--- src/rtl/bfa_pkg.sv ---
`timescale 1ns / 1ps

package bfa_pkg;

   // bitmap geometry
   localparam int FRAME_COUNT = 4096;
   localparam int FRAME_W     = 12;
   localparam int WORD_BITS   = 64;
   localparam int BIT_W       = $clog2(WORD_BITS);
   localparam int WORD_COUNT  = FRAME_COUNT / WORD_BITS;
   localparam int ROW_W       = $clog2(WORD_COUNT);

   // request operation codes
   typedef enum logic [0:0] {
      OP_ALLOC = 1'b0,
      OP_FREE  = 1'b1
   } op_type;

   // result status codes
   typedef enum logic [1:0] {
      STATUS_DONE = 2'd0,
      STATUS_NOOP = 2'd1,
      STATUS_FULL = 2'd2
   } status_type;

   // work class decided by the front end
   typedef enum logic [1:0] {
      CLS_NOOP  = 2'd0,
      CLS_ALLOC = 2'd1,
      CLS_FREE  = 2'd2
   } class_type;

   // back end sequencer states
   typedef enum logic [0:0] {
      BACK_IDLE   = 1'b0,
      BACK_MODIFY = 1'b1
   } back_state_type;

   // classified command between front and back
   typedef struct packed {
      class_type          cls;
      logic [FRAME_W-1:0] frame;
      logic               kernel;
      logic               writeable;
   } cmd_type;

   // handshake from front to back
   typedef struct packed {
      logic    valid;
      cmd_type cmd;
   } cmd_chan_type;

   // one result beat
   typedef struct packed {
      logic [FRAME_W-1:0] frame;
      logic               present;
      logic               writable;
      logic               user_mode;
      status_type         status;
   } rsp_type;

   // lowest clear bit of a word, zero when none is clear
   function automatic logic [BIT_W-1:0] first_zero(input logic [WORD_BITS-1:0] word);
      logic [BIT_W-1:0] idx;
      idx = '0;
      for (int i = WORD_BITS - 1; i >= 0; i--) begin
         if (!word[i]) begin
            idx = BIT_W'(i);
         end
      end
      return idx;
   endfunction

endpackage

--- src/rtl/bfa_front.sv ---
`timescale 1ns / 1ps

module bfa_front (
   input  logic                         clock,
   input  logic                         reset,
   input  logic                         push,
   output logic                         full,
   input  logic                         operation,
   input  logic [bfa_pkg::FRAME_W-1:0]  current_frame,
   input  logic                         kernel,
   input  logic                         writeable,
   output bfa_pkg::cmd_chan_type        chan,
   input  logic                         pop
);
   import bfa_pkg::*;

   cmd_type    entry_ff [2];
   logic       wr_ptr_ff;
   logic       rd_ptr_ff;
   logic [1:0] count_ff;
   logic [1:0] count_in;
   cmd_type    cmd_in;
   logic       do_push;
   logic       do_pop;

   // classify the incoming request
   always_comb begin
      cmd_in.frame     = current_frame;
      cmd_in.kernel    = kernel;
      cmd_in.writeable = writeable;
      if (op_type'(operation) == OP_FREE) begin
         if (current_frame == '0 ||
             {1'b0, current_frame} >= (FRAME_W + 1)'(FRAME_COUNT)) begin
            cmd_in.cls = CLS_NOOP;
         end else begin
            cmd_in.cls = CLS_FREE;
         end
      end else begin
         if (current_frame != '0) begin
            cmd_in.cls = CLS_NOOP;
         end else begin
            cmd_in.cls = CLS_ALLOC;
         end
      end
   end

   // two-entry command queue
   assign full       = (count_ff == 2'd2);
   assign do_push    = push && !full;
   assign do_pop     = pop && (count_ff != 2'd0);
   assign chan.valid = (count_ff != 2'd0);
   assign chan.cmd   = entry_ff[rd_ptr_ff];

   always_comb begin
      count_in = count_ff;
      if (do_push && !do_pop) begin
         count_in = count_ff + 2'd1;
      end else if (do_pop && !do_push) begin
         count_in = count_ff - 2'd1;
      end
   end

   always_ff @(posedge clock) begin
      if (reset) begin
         count_ff  <= 2'd0;
         wr_ptr_ff <= 1'b0;
         rd_ptr_ff <= 1'b0;
      end else begin
         count_ff <= count_in;
         if (do_push) begin
            wr_ptr_ff <= !wr_ptr_ff;
         end
         if (do_pop) begin
            rd_ptr_ff <= !rd_ptr_ff;
         end
      end
   end

   always_ff @(posedge clock) begin
      if (do_push) begin
         entry_ff[wr_ptr_ff] <= cmd_in;
      end
   end

endmodule

--- config.mk ---
export PLATFORM = sky130hd
export DESIGN_NAME = bfa_front
export DESIGN_NICKNAME = d
export VERILOG_FILES = /design/src/rtl/bfa_pkg.sv /design/src/rtl/bfa_front.sv
export SDC_FILE = /design/constraint.sdc
export NUM_CORES = 1
export LEC_CHECK = 0
export BUFFER_PORTS_ARGS = -buffer_cell sky130_fd_sc_hd__buf_4
export CELL_PAD_IN_SITES_DETAIL_PLACEMENT = 1
export CELL_PAD_IN_SITES_GLOBAL_PLACEMENT = 1
export CORE_ASPECT_RATIO = 1.25
export CORE_MARGIN = 2
export CORE_UTILIZATION = 42
export CTS_CLUSTER_DIAMETER = 100
export DETAILED_ROUTE_END_ITERATION = 6
export GPL_ROUTABILITY_DRIVEN = 0
export PLACE_DENSITY = 0.87
export SKIP_LAST_GASP = 1
export SLEW_MARGIN = 5
export SYNTH_ARGS = -nofsm -noshare
export SYNTH_HDL_FRONTEND = slang
export SYNTH_SLANG_ARGS = --single-unit
--- constraint.sdc ---
create_clock -name clock -period 1.69 [get_ports clock]
set_clock_uncertainty 0.05 [all_clocks]
set_input_delay 0.0845 -clock clock [delete_from_list [all_inputs] [get_ports clock]]
set_output_delay 0.0845 -clock clock [all_outputs]
set_load 0.02 [all_outputs]
==> summary.md <==
| Metric | Value |
|---|---|
| Status | `finished clean` |
| Layout cells sized above 1 | `0.476` |
| Worst hold slack | `approximately 54 ps` |
| ANT nets after route | `0` |
| Min-Delay Path Class | `in2reg` |
| Worst-margin pin slew | `415 ps` |
| Congestion Overflow GR | `0` |
| MaxCap Viol Count | `0` |
| Via count | `a little under 900` |
| Final Max Tran Viols | `0` |
| First-pass GRT wire length | `5.18 mm` |
| Sequential area share after synthesis | `0.755` |
| Vias in the first global route | `~1000` |
| Post-synthesis cell count | `81` |
| Mapped Area | `0.00141 mm2` |
| CP max stage delay | `around 430 ps` |
| Placed insts | `roughly 160` |
| Core ar. | `roughly 0.0032 mm2` |
| Crit-path cells | `buf_4 > mux2_2 > buf_4` |
| Detailed Place HPWL | `between 2 and 2.5 mm` |
| R2R cell count | `5` |
| Fin cells | `180` |
| Skew-Pair Late Insertion Delay | `280 ps` |
| Yosys cell types | `16` |
| Static Leak | `0.000779 uW` |
| Worst R2R End | `count_ff[1]` |
| Ports | `37` |
| Cell Rows | `23` |
| Crit. End Element | `output port` |
| Final TNS setup | `0 ps` |
| Port Buffers | `36` |
| Average size of a mapped cell | `roughly 17 um2` |
| Worst Hold End | `entry_ff[0][14]` |
| Die W | `between 50 and 60 um` |
| R2R setup slack | `between 100 and 150 ps` |
| Design Power | `approximately 2900 uW` |
| Pin count of the biggest net entering global routing | `17` |
| Post-DP Area | `0.00175 mm2` |
| Die span in y | `about 70 um` |
| GRT Total Usage | `0.192` |
| Peak supply drop | `~0.9 mV` |
| CTS Buf Count | `5` |
| Yosys warning total | `0` |
| Root Buffer | `clkbuf_8` |
| Antenna violations before repair | `0` |
| Pwr per Cell Area | `~1400 mW/mm2` |
| Sink Count | `37` |
| Drt total wl | `3.22 mm` |
| Final min period | `1560 ps` |
| Top routing layer in use | `met4` |
| H-tree levels | `2` |
| CP Data Arrival Time | `1430 ps` |
| Routed len/inst | `17.9 um` |
| Metal2 WL | `around 1.8 mm` |
| Worst-path maximum fanout | `7` |
| Normalized max-slew margin | `0.721` |
| Vias per cell | `just under 5` |
| Reg clk slew, reported paths | `~70 ps` |
| Met3 WL post-DR | `184 um` |
| Critical Path Slowest Stage Cell | `dfxtp_2` |
| # DRC | `0` |
| Min-delay src | `operation` |
| Crit start category | `register` |
| Setup violators final | `0` |
| WS Path Type | `reg2out` |
| Area grow syn2layout | `42.5%` |
| Final instance area | `approximately 0.002 mm2` |
| First DRT Iteration DRCs | `25` |
| Cell repeated most along the worst path | `buf_4` |
| Nets | `about 160` |
| CP required | `approximately 1600 ps` |
| Fmax | `~640 MHz` |
| Hold path depth | `2` |
| Initial Util | `0.440` |
| RSZ-0062 raised after global routing | `no` |
| Wl on met1 | `1.18 mm` |
| Die ar. | `around 0.0038 mm2` |
| Worst-case clock buffer depth | `2` |
| Hold Vio Cnt, Final | `0` |
| Synthesized net count | `101` |
| Drt pass-1 iters | `4` |
| N_diodes | `0` |
| FF-to-FF Start | `count_ff[1]` |
| #FFs+latches synth | `37` |
| CTS tree | `yes` |
| Fin crit share | `0.923` |
## area by class of cell
class	instances	area, um2
multi-input combinational	40	332
clock buffer	7	76.3
fill	302	1190
inverter	2	7.51
tap	37	46.3
sequential	37	1060
timing repair buffer	56	470
clock inverter	1	5.00
## synth_stat cells
library cell,n,share of area
edfxtp_1,32,0.68
mux2_2,16,0.13
dfxtp_1,5,0.071
nor2_1,5,0.013
nor4_1,3,0.013
o21ai_0,3,0.011
xor2_1,3,0.019
a21oi_1,2,0.0071
and2_1,2,0.0089
buf_2,2,0.0071
inv_1,2,0.0053
or3_1,2,0.0089
ha_1,1,0.0089
nand3_1,1,0.0036
nor2b_2,1,0.0062
or2_2,1,0.0045
## through the flow
step                setup slack [ps]   util
finish                           130  0.627
floorplan                       85.3      -
global placement                 194  0.549
global route                    45.8  0.627
detailed placement              41.9  0.549
CTS                             17.3  0.622
## cell families after synthesis
family,synth area share
multiplexers,0.128
buffers and inverters,0.0125
AND/OR/NAND/NOR,0.0588
flip-flops,0.755
AO/OA/AOI/OAI,0.0178
adder cells (fa/ha/maj),0.00890
XOR/XNOR,0.0187
## state kept, by name, summed over array words and instances (netlist names), named ones only
name	count
count_ff	2
wr_ptr_ff	1
rd_ptr_ff	1
entry_ff	32
## where the power goes
part / leakage (uW) / switching [uW] / total (uW) / internal (uW)
combinational: 0.000395 / 518 / 1030 / 510
sequential: 0.000342 / 91.3 / 1250 / 1160
clock: 0.0000422 / 285 / 574 / 289
## how the worst max path moves through the flow
stage                              to  cells past startpoint
after CTS                 count_ff[1]                      5
after global routing      count_ff[1]                      5
after global placement    count_ff[1]                      4
final                         chan[5]                      3
after detailed placement  count_ff[1]                      5
after floorplan           count_ff[1]                      5
## cells in the final DEF (no fill, tap or decap)
master and n:
nor2_1 5, and2_1 2, inv_1 2, clkbuf_1 2
or2_2 1, nand3_1 1, a21oi_1 2, nor2b_4 1
buf_12 1, buf_4 40, xor2_1 3, clkbuf_8 5
o21ai_0 2, dlygate4sd3_1 15, o21ai_1 1, edfxtp_1 32
clkinv_2 1, nor4_1 3, dfxtp_2 3, mux2_2 16
ha_1 1, or3_1 2, dfxtp_1 2
## critical path: cells and delay by family (launching register included)
kind / cells / cell delay [ps]
buffers and inverters: 2 / 350
multiplexers: 1 / 360
flip-flops: 1 / 430
## repair_timing
action / in CTS / in global routing
buffers inserted: 0 / 1
gates resized for setup: 1 / 4
endpoints found under the hold margin: 33 / 0
setup endpoints to repair: 4 / 1
hold buffers: 15 / 0
## metal layers
metal / vias up / global-route usage
li1: 426 / -
met1: 424 / 0.209
met2: 34 / 0.350
met3: 9 / 0.0522
met4: 0 / 0.0976
met5: - / 0
(Power assumes the default switching activity.)
