==> config.mk <==
export PLATFORM = sky130hd
export DESIGN_NAME = bfa_rsp_queue
export DESIGN_NICKNAME = d
export VERILOG_FILES = /design/src/rtl/bfa_pkg.sv /design/src/rtl/bfa_rsp_queue.sv
export SDC_FILE = /design/constraint.sdc
export NUM_CORES = 1
export LEC_CHECK = 0
export CAP_MARGIN = 20
export CORE_ASPECT_RATIO = 0.9
export CORE_MARGIN = 2
export CORE_UTILIZATION = 50
export DETAILED_ROUTE_END_ITERATION = 16
export DONT_BUFFER_PORTS = 1
export PLACE_DENSITY = 0.69
export SLEW_MARGIN = 20
export SYNTH_ARGS = -nofsm -noshare
export SYNTH_HDL_FRONTEND = slang
export SYNTH_SLANG_ARGS = --single-unit
==> constraint.sdc <==
create_clock -name clock -period 1.45 [get_ports clock]
set_clock_uncertainty 0.1 [all_clocks]
set_input_delay 0.0725 -clock clock [delete_from_list [all_inputs] [get_ports clock]]
set_output_delay 0.0725 -clock clock [all_outputs]
set_load 0.01 [all_outputs]
==> src/rtl/bfa_pkg.sv <==
`timescale 1ns / 1ps

package bfa_pkg;

   // bitmap geometry
   localparam int FRAME_COUNT = 4096;
   localparam int FRAME_W     = 12;
   localparam int WORD_BITS   = 64;
   localparam int BIT_W       = $clog2(WORD_BITS);
   localparam int WORD_COUNT  = FRAME_COUNT / WORD_BITS;
   localparam int ROW_W       = $clog2(WORD_COUNT);

   // request operation codes
   typedef enum logic [0:0] {
      OP_ALLOC = 1'b0,
      OP_FREE  = 1'b1
   } op_type;

   // result status codes
   typedef enum logic [1:0] {
      STATUS_DONE = 2'd0,
      STATUS_NOOP = 2'd1,
      STATUS_FULL = 2'd2
   } status_type;

   // work class decided by the front end
   typedef enum logic [1:0] {
      CLS_NOOP  = 2'd0,
      CLS_ALLOC = 2'd1,
      CLS_FREE  = 2'd2
   } class_type;

   // back end sequencer states
   typedef enum logic [0:0] {
      BACK_IDLE   = 1'b0,
      BACK_MODIFY = 1'b1
   } back_state_type;

   // classified command between front and back
   typedef struct packed {
      class_type          cls;
      logic [FRAME_W-1:0] frame;
      logic               kernel;
      logic               writeable;
   } cmd_type;

   // handshake from front to back
   typedef struct packed {
      logic    valid;
      cmd_type cmd;
   } cmd_chan_type;

   // one result beat
   typedef struct packed {
      logic [FRAME_W-1:0] frame;
      logic               present;
      logic               writable;
      logic               user_mode;
      status_type         status;
   } rsp_type;

   // lowest clear bit of a word, zero when none is clear
   function automatic logic [BIT_W-1:0] first_zero(input logic [WORD_BITS-1:0] word);
      logic [BIT_W-1:0] idx;
      idx = '0;
      for (int i = WORD_BITS - 1; i >= 0; i--) begin
         if (!word[i]) begin
            idx = BIT_W'(i);
         end
      end
      return idx;
   endfunction

endpackage

==> src/rtl/bfa_rsp_queue.sv <==
`timescale 1ns / 1ps

module bfa_rsp_queue (
   input  logic             clock,
   input  logic             reset,
   input  logic             push,
   input  bfa_pkg::rsp_type push_data,
   output logic             full,
   output logic             empty,
   input  logic             pop,
   output bfa_pkg::rsp_type pop_data
);
   import bfa_pkg::*;

   rsp_type    entry_ff [2];
   logic       wr_ptr_ff;
   logic       rd_ptr_ff;
   logic [1:0] count_ff;
   logic [1:0] count_in;
   logic       do_push;
   logic       do_pop;

   // two-entry result queue
   assign full     = (count_ff == 2'd2);
   assign empty    = (count_ff == 2'd0);
   assign do_push  = push && !full;
   assign do_pop   = pop && !empty;
   assign pop_data = entry_ff[rd_ptr_ff];

   always_comb begin
      count_in = count_ff;
      if (do_push && !do_pop) begin
         count_in = count_ff + 2'd1;
      end else if (do_pop && !do_push) begin
         count_in = count_ff - 2'd1;
      end
   end

   always_ff @(posedge clock) begin
      if (reset) begin
         count_ff  <= 2'd0;
         wr_ptr_ff <= 1'b0;
         rd_ptr_ff <= 1'b0;
      end else begin
         count_ff <= count_in;
         if (do_push) begin
            wr_ptr_ff <= !wr_ptr_ff;
         end
         if (do_pop) begin
            rd_ptr_ff <= !rd_ptr_ff;
         end
      end
   end

   always_ff @(posedge clock) begin
      if (do_push) begin
         entry_ff[wr_ptr_ff] <= push_data;
      end
   end

endmodule

==> flow_summary.json, run 1 <==
{
  "violations": "hold timing, setup timing",
  "final_net_count": 133,
  "final_util": 0.720,
  "cap_violations": 0,
  "place_congestion": 0.655,
  "leakagePower_nw": 0.718,
  "holdWs_ps": -319,
  "antenna_cells": 0,
  "cts_tree": "done",
  "tightest_slew_ps": 209,
  "path_buf_inv": 0,
  "rsz0062_at_grt": "true",
  "avgViaCountPerCell": 4.97,
  "cts.htree.levels": 2,
  "fin_crit_ps": 1570,
  "crit_chain": "nor2b_4 -> nor2_2 -> ha_4 -> xor2_1 -> or3_4 -> a21oi_2",
  "final_cell_area_sq_mm": 0.00198,
  "cp_slowest_cell": "dfxtp_2",
  "hold_buffers": 17,
  "drive_gt1_frac": 0.420,
  "worst-endpoint-required_ps": 1610,
  "cp_max_fo": 3,
  "report.final.slew_viol_count": 0,
  "ys_types": 14,
  "grt-ovfl-total": 0,
  "path_class": "reg -> reg",
  "syn-num-nets": 100,
  "setup_violations": 18,
  "outcome": "finished with violations",
  "hp-class": "in -> reg",
  "start_util": 0.525,
  "dpl-instance-area_sq_mm": 0.00157,
  "grt_pass1_vias": 749,
  "drt_wl_total_mm": 2.61,
  "dieWidth_um": 60.6,
  "rows": 18,
  "clock.fmax_ghz": 0.638,
  "ys_seq_elements": 39,
  "syn_area_per_cell_sq_um": 18.5,
  "cts_root_buf": "clkbuf_4",
  "setup.reg_to_reg.worst_slack_ps": -120,
  "drt_iter0_markers": 12,
  "port-buffer-count": 0,
  "peakVddDrop_v": 0.00107,
  "hpwl_mm": 1.49,
  "end_kind": "flop",
  "syn2layout_area_growth_pct": 37.1,
  "relSlewSlack": 0.860,
  "coreArea_sq_mm": 0.00275,
  "die-area_sq_mm": 0.00333,
  "cp_slowest_stage_delay_ps": 370,
  "post-route-drc-count": 0,
  "cp.arrival_ps": 1730,
  "gr-usage-all-layers": 0.163,
  "clk_pin_slew_ps": 110,
  "postSynthCellCount": 78,
  "path_delay_family": "simple AND/OR/NAND/NOR gates",
  "grt_max_degree": 18,
  "worst_setup_path_start_kind": "flop",
  "cts-buffers-inserted": 5,
  "hold_violations": 5,
  "netlist_area_sq_mm": 0.00144,
  "clkLatencyLatePin_ps": 340,
  "clock-sinks": 39,
  "power_density_mw_per_mm2": 1650,
  "yosysWarnings": 0,
  "grt_pass1_wl_mm": 3.47,
  "die_y_um": 55.0,
  "yosysSeqAreaShare": 0.777,
  "fin_crit_sh": 1.08,
  "dr_total_vias": 755,
  "setup_ws_ps": -117,
  "firstDrtPassIters": 2,
  "antenna_left": 0,
  "wl_per_cell_um": 17.1,
  "clock_path_buffers": 2,
  "top_level_ports": 40,
  "antenna_found_initial": 0
}
==> synthesized netlist by cell type (all sizes together) <==
cell	n	area, sq um
ha	1	12.5
o21ai	3	15.0
nor2b	1	8.76
xor2	3	26.3
dfxtp	5	100
inv	2	7.51
nor2	5	18.8
a21oi	2	10.0
and2	1	6.26
or3	2	12.5
mux2	17	191
edfxtp	34	1020
buf	2	12.5
==> cell usage in the layout (no fill, tap or decap) <==
| cell | instances |
|---|---|
| a21oi_1 | 1 |
| a21oi_2 | 1 |
| and2_2 | 1 |
| buf_12 | 3 |
| buf_16 | 1 |
| buf_4 | 5 |
| buf_6 | 1 |
| clkbuf_1 | 1 |
| clkbuf_16 | 1 |
| clkbuf_4 | 5 |
| clkinv_2 | 1 |
| clkinvlp_4 | 2 |
| dfxtp_1 | 2 |
| dfxtp_2 | 2 |
| dfxtp_4 | 1 |
| dlygate4sd3_1 | 17 |
| edfxtp_1 | 34 |
| ha_4 | 1 |
| inv_1 | 1 |
| mux2_4 | 17 |
| nor2_1 | 4 |
| nor2_2 | 1 |
| nor2b_4 | 1 |
| o21ai_0 | 1 |
| o21ai_1 | 1 |
| o21ai_2 | 1 |
| or3_4 | 2 |
| xor2_1 | 3 |
==> registers in the layout, summed over array words and instances (netlist names), named ones only <==
| name | cells |
|---|---|
| entry_ff | 34 |
| count_ff | 2 |
| wr_ptr_ff | 1 |
| rd_ptr_ff | 1 |
==> stage by stage <==
step | setup WS [ps] | TNS, ps | power (mW) | hold WS [ps] | cells
detailed placement | -181 | -751 | 2.33 | 44.4 | 123
global placement | -8.88 | -142 | 2.29 | 36.2 | 123
CTS | -163 | -3030 | 3.17 | -338 | 152
global route | -162 | -2590 | 3.42 | -356 | 152
finish | -117 | -1740 | 3.27 | -319 | 152
floorplan | -41.3 | -301 | 2.09 | 34.2 | 78
==> area by class of cell <==
class | instances | area, sq um
Clock buffer | 6 | 41.3
Clock inverter | 2 | 12.5
Fill cell | 199 | 769
Inverter | 2 | 11.3
Multi-Input combinational cell | 35 | 404
Sequential cell | 39 | 1130
Tap cell | 40 | 50.0
Timing Repair Buffer | 28 | 332
==> cells by family (layout without fill, tap and decap cells) <==
logic type	after synthesis	count (layout)	synth area share
flip-flops	39	39	0.777
multiplexers	17	17	0.133
AND/OR/NAND/NOR	9	9	0.0321
AO/OA/AOI/OAI	5	5	0.0173
buffers and inverters	4	38	0.0139
XOR/XNOR	3	3	0.0182
adder cells (fa/ha/maj)	1	1	0.00867
==> repair_timing <==
action	in CTS	in global routing
pin swaps	2	3
gates resized for setup	22	13
gates cloned	1	1
hold endpoints to repair	39	5
buffers inserted	3	0
endpoints found under the setup margin	36	35
==> worst register-to-register path, cell delays in order, from the launching register on <==
cell and delay (ps):
dfxtp_2 370, nor2b_4 170, nor2_2 60, ha_4 150, xor2_1 150, or3_4 350, a21oi_2 150
==> report_power, final <==
part | switching [mW] | internal (mW) | total [mW]
logic | 0.518 | 0.698 | 1.22
registers | 0.103 | 1.43 | 1.53
clock network | 0.330 | 0.187 | 0.517
==> per-layer routing <==
metal	part of all wire	track usage	up-vias
li1	-	-	361
met1	0.37	0.158	367
met2	0.56	0.290	21
met3	0.054	0.0744	6
met4	0.020	0.0870	0
met5	0	0	-
==> final timing paths <==
check,from,end,cells after the start
max,count_ff[1],count_ff[1],6
min,reset,rd_ptr_ff,1
max reg2reg,count_ff[1],count_ff[1],6
min reg2reg,rd_ptr_ff,rd_ptr_ff,2
(Power assumes the default switching activity.)
==> inputs of run 2 (changes only) <==
PLACE_DENSITY = 0.68   (was 0.69)
==> run 2 against run 1 <==
Compared with the run above:
- the flow still finishes with violations (hold timing, setup timing)
- critical path type unchanged
- design area is 3.0% lower
- die area stayed put
- register-to-register slack better by 30 ps
- worst hold slack better by 10 ps
- routed wire length is 8.4% lower
- via count is 2.0% higher
- critical path depth stayed put
- first-iteration DRC count is 110% higher
- largest power group unchanged
- global-route usage is 1.2 points lower
- clock power is 31% higher
- cell count is 1.3% higher
- flip-flop and latch count stayed put
==> flow_summary.json, run 2 (synthesis results as in run 1) <==
{
  "outcome": "finished with violations",
  "violations": "hold timing, setup timing",
  "clock.fmax_ghz": 0.651,
  "post_cts_buffers": 0,
  "seq_area_sq_mm": 0.00113,
  "die-area_sq_mm": 0.00333,
  "final_util": 0.699,
  "grt-ovfl-total": 0,
  "hold_violations": 5,
  "met1_usage": 0.162,
  "gr-usage-all-layers": 0.151,
  "drt_wl_total_mm": 2.39,
  "drive_gt1_frac": 0.395,
  "cp.arrival_ps": 1700,
  "cts.htree.levels": 2,
  "cap_violations": 0,
  "firstDrtPassIters": 4,
  "antenna_cells": 0,
  "fin_cells": 154,
  "top_level_ports": 40,
  "final_cell_mix": "edfxtp_1, dlygate4sd3_1, mux2_2",
  "peakVddDrop_v": 0.00148,
  "cp_max_fo": 4,
  "fillCellCount": 207,
  "path_class": "reg -> reg",
  "worst_setup_path_start_kind": "flop",
  "final_common_cell": "edfxtp_1",
  "holdWs_ps": -309,
  "clk_pin_slew_ps": 100,
  "dpl-instance-area_sq_mm": 0.00161,
  "fin_crit_sh": 1.06,
  "clkLatencyLatePin_ps": 330,
  "antenna_found_initial": 0,
  "antenna_left": 0,
  "relSlewSlack": 0.853,
  "leakagePower_nw": 0.692,
  "coreArea_sq_mm": 0.00275,
  "largest_register": "entry_ff",
  "hold_depth": 1,
  "setup_ws_ps": -86.3,
  "rows": 18,
  "drt_iter0_markers": 25,
  "dr_total_vias": 770,
  "report.final.slew_viol_count": 0,
  "use_met2": 0.246,
  "final_cell_area_sq_mm": 0.00192,
  "cts-buffers-inserted": 5,
  "syn2layout_area_growth_pct": 33.0,
  "setup_violations": 1,
  "preCtsSetupSlack_ps": -57.7,
  "wl_per_cell_um": 15.5,
  "port-buffer-count": 0,
  "avgViaCountPerCell": 5.00,
  "grt_use_met3": 0.0791,
  "hold_buffers": 17,
  "cts_root_buf": "clkbuf_4",
  "reg2reg_depth": 6,
  "die_y_um": 55.0,
  "fin_crit_ps": 1540,
  "tightest_slew_ps": 219,
  "reg_top3": "entry_ff (34), count_ff (2)",
  "clock-sinks": 39,
  "place_congestion": 0.616,
  "end_kind": "flop",
  "cts_tree": "done",
  "power_density_mw_per_mm2": 1670,
  "hpwl_mm": 1.49,
  "dieWidth_um": 60.6,
  "start_util": 0.525,
  "largest_reg_flops": 34,
  "grt.busiest_layer": "met2",
  "final_net_count": 135,
  "multi_input_comb_area_sq_um": 348,
  "worst-endpoint-required_ps": 1610,
  "placed_cells": 128,
  "grt_pass1_wl_mm": 3.28,
  "grt_pass1_vias": 757,
  "hp-class": "in -> reg",
  "grt_max_degree": 13,
  "rsz0062_at_grt": "true",
  "post-route-drc-count": 0,
  "clock_path_buffers": 2
}
[run 2: cell types whose count changed in the layout (fill, tap and decap cells not counted), sizes merged]
cell and change:
bufinv +1, clkinvlp -1, clkinv -1, buf +3
[run 2: power breakdown]
part	internal [mW]	switching (mW)	total, mW
Clock	0.366	0.312	0.678
Sequential	1.43	0.0762	1.51
Combinational	0.546	0.474	1.02
[run 2: repair_timing]
item,CTS,global route
resized for setup,1,18
cloned,0,1
hold endpoints to repair,39,5
endpoints found under the setup margin,30,36
[run 2: critical path: stages (launching register included)]
cell,delay [ps]
dfxtp_2,350
nor2b_4,190
nor2_2,70
ha_2,170
xor2_1,150
or3_1,320
a21oi_1,120
[run 2: path summary, 6_finish.rpt]
check	startpoint	to	slack, ps
max	count_ff[1]	count_ff[1]	-90
min	reset	flop	-310
max reg2reg	count_ff[1]	count_ff[1]	-90
min reg2reg	wr_ptr_ff	wr_ptr_ff	400
[run 2: stage by stage]
stage               hold slack, ps  total power [mW]  setup TNS (ps)
floorplan                     34.2              2.09            -301
global placement              40.3              2.35           -6.79
detailed placement            37.1              2.38            -443
CTS                           -327              3.12            -571
global route                  -346              3.36            -632
finish                        -309              3.20           -86.3
[run 2: layout make-up]
type | instances | area share
clock buffers | 7 | 0.0235
clock inverters | 1 | 0.0156
inverters | 2 | 0.00587
multi-input cells | 35 | 0.181
flip-flops and latches | 39 | 0.587
well taps | 40 | 0.0261
repair buffers | 30 | 0.160
[run 2: routing by layer]
layer / up-vias / wire (um)
li1: 364 / -
met1: 374 / 975
met2: 28 / 1220
met3: 4 / 154
met4: 0 / 40
met5: - / 0
==> inputs of run 3 (changes only) <==
GPL_ROUTABILITY_DRIVEN = 0   (was not set)
clock period = 1.4 ns   (was 1.45 ns; I/O delays follow)
==> run 3 against run 2 <==
Compared with the run above:
- global-route usage grew 2.4 points
- critical path depth is the same
- largest cell class unchanged
- cell count grew 1.3%
- the run still ends with hold timing, setup timing left
- worst hold slack lost 13 ps
- power grew 4.0%
- routed wire length grew 8.0%
- register-to-register slack lost 80 ps
- design area grew 3.7%
==> flow_summary.json, run 3 (synthesis results as in run 1) <==
{
  "outcome": "finished with violations",
  "violations": "hold timing, setup timing",
  "path_class": "reg -> reg",
  "relSlewSlack": 0.851,
  "setup_ws_ps": -168,
  "largest_reg_flops": 34,
  "peakVddDrop_v": 0.00127,
  "post-route-drc-count": 0,
  "wl_per_cell_um": 16.5,
  "holdWs_ps": -322,
  "reg2reg_depth": 6,
  "dr_total_vias": 783,
  "rows": 18,
  "dieWidth_um": 60.6,
  "clock-sinks": 39,
  "reg_top3": "entry_ff (34), count_ff (2)",
  "cp_max_fo": 4,
  "antenna_found_initial": 0,
  "largest_register": "entry_ff",
  "hpwl_mm": 1.46,
  "final_common_cell": "edfxtp_1",
  "fin_crit_ps": 1570,
  "grt_pass1_wl_mm": 3.87,
  "final_util": 0.724,
  "drt_wl_total_mm": 2.58,
  "gr-usage-all-layers": 0.175,
  "cap_violations": 0,
  "worst_setup_path_start_kind": "flop",
  "power_density_mw_per_mm2": 1670,
  "finalPower_mw": 3.33,
  "final_cell_mix": "edfxtp_1, mux2_4, dlygate4sd3_1",
  "hp-class": "in -> reg",
  "setup.reg_to_reg.worst_slack_ps": -170,
  "report.final.slew_viol_count": 0,
  "clk_pin_slew_ps": 100,
  "port-buffer-count": 0,
  "r2r_end": "count_ff[1]",
  "fin_crit_sh": 1.12,
  "clkLatencyLatePin_ps": 340,
  "end_kind": "flop",
  "final_cell_area_sq_mm": 0.00199,
  "rsz0062_at_grt": "true",
  "clock.fmax_ghz": 0.638,
  "antenna_cells": 0,
  "start_util": 0.525,
  "worst-endpoint-required_ps": 1560,
  "cp.arrival_ps": 1730,
  "final_net_count": 137,
  "drt_iter0_markers": 14,
  "cts_tree": "done",
  "avgViaCountPerCell": 5.02,
  "hold_violations": 5,
  "setup_violations": 35,
  "coreArea_sq_mm": 0.00275,
  "grt_pass1_vias": 856,
  "clock_path_buffers": 2,
  "cts-buffers-inserted": 5,
  "die_y_um": 55.0,
  "hold_buffers": 17,
  "leakagePower_nw": 0.736,
  "cts_root_buf": "clkbuf_4",
  "grt-ovfl-total": 0,
  "tightest_slew_ps": 221,
  "syn2layout_area_growth_pct": 38.0,
  "die-area_sq_mm": 0.00333,
  "cts.htree.levels": 2,
  "r2r_start": "count_ff[1]",
  "antenna_left": 0,
  "drive_gt1_frac": 0.414,
  "top_level_ports": 40,
  "crit_path_end": "count_ff[1]",
  "grt_max_degree": 12,
  "startpoint": "count_ff[1]",
  "dpl-instance-area_sq_mm": 0.00162,
  "firstDrtPassIters": 3
}
[run 3: what timing repair did]
item	in CTS	in global routing
endpoints found under the hold margin	39	5
cloned	2	0
endpoints found under the setup margin	36	49
pin swaps	3	3
resized for setup	24	11
setup buffers	5	1
[run 3: layout make-up]
| type | instances | area [sq um] |
|---|---|---|
| inverters | 2 | 11.3 |
| multi-input cells | 35 | 402 |
| flip-flops and latches | 39 | 1130 |
| clock buffers | 7 | 45.0 |
| fillers | 198 | 757 |
| clock inverters | 1 | 5.00 |
| well taps | 40 | 50.0 |
| repair buffers | 32 | 350 |
[run 3: through the flow]
step | worst slack [ps] | hold WS, ps | cells | setup TNS, ps
after floorplan | -97.0 | 31.7 | 78 | -1300
after global placement | -60.9 | 33.9 | 126 | -1020
after detailed placement | -150 | 37.8 | 126 | -1510
after CTS | -131 | -329 | 157 | -1580
after global routing | -197 | -343 | 156 | -4300
final | -168 | -322 | 156 | -2910
[run 3: worst min path at each step]
| stage | startpoint | endpoint | slack, ps | cells past startpoint |
|---|---|---|---|---|
| after global placement | reset | count_ff[1] | 30 | 1 |
| after floorplan | reset | count_ff[1] | 30 | 1 |
| after global routing | reset | flop | -340 | 1 |
| after CTS | reset | flop | -330 | 1 |
| after detailed placement | reset | count_ff[1] | 40 | 1 |
| final | reset | count_ff[0] | -320 | 1 |
[run 3: where the power goes]
part | switching, mW | total [mW] | internal, mW
registers | 0.0933 | 1.58 | 1.48
clock network | 0.329 | 0.525 | 0.196
logic | 0.544 | 1.23 | 0.688
total | 0.966 | 3.33 | 2.37
[run 3: critical path, cell delays in order (launching register included)]
cell	delay (ps)
dfxtp_2	370
nor2b_4	200
nor2_4	60
ha_4	150
xor2_1	150
or3_1	310
a21oi_1	160
[run 3: layer usage]
metal,part of all wire,wire [um],vias to the layer above,GRT usage
met5,0,0,-,0
met4,0.016,42,0,0.0870
met3,0.059,153,5,0.0814
met2,0.55,1420,23,0.305
met1,0.37,962,392,0.178
li1,-,-,363,-
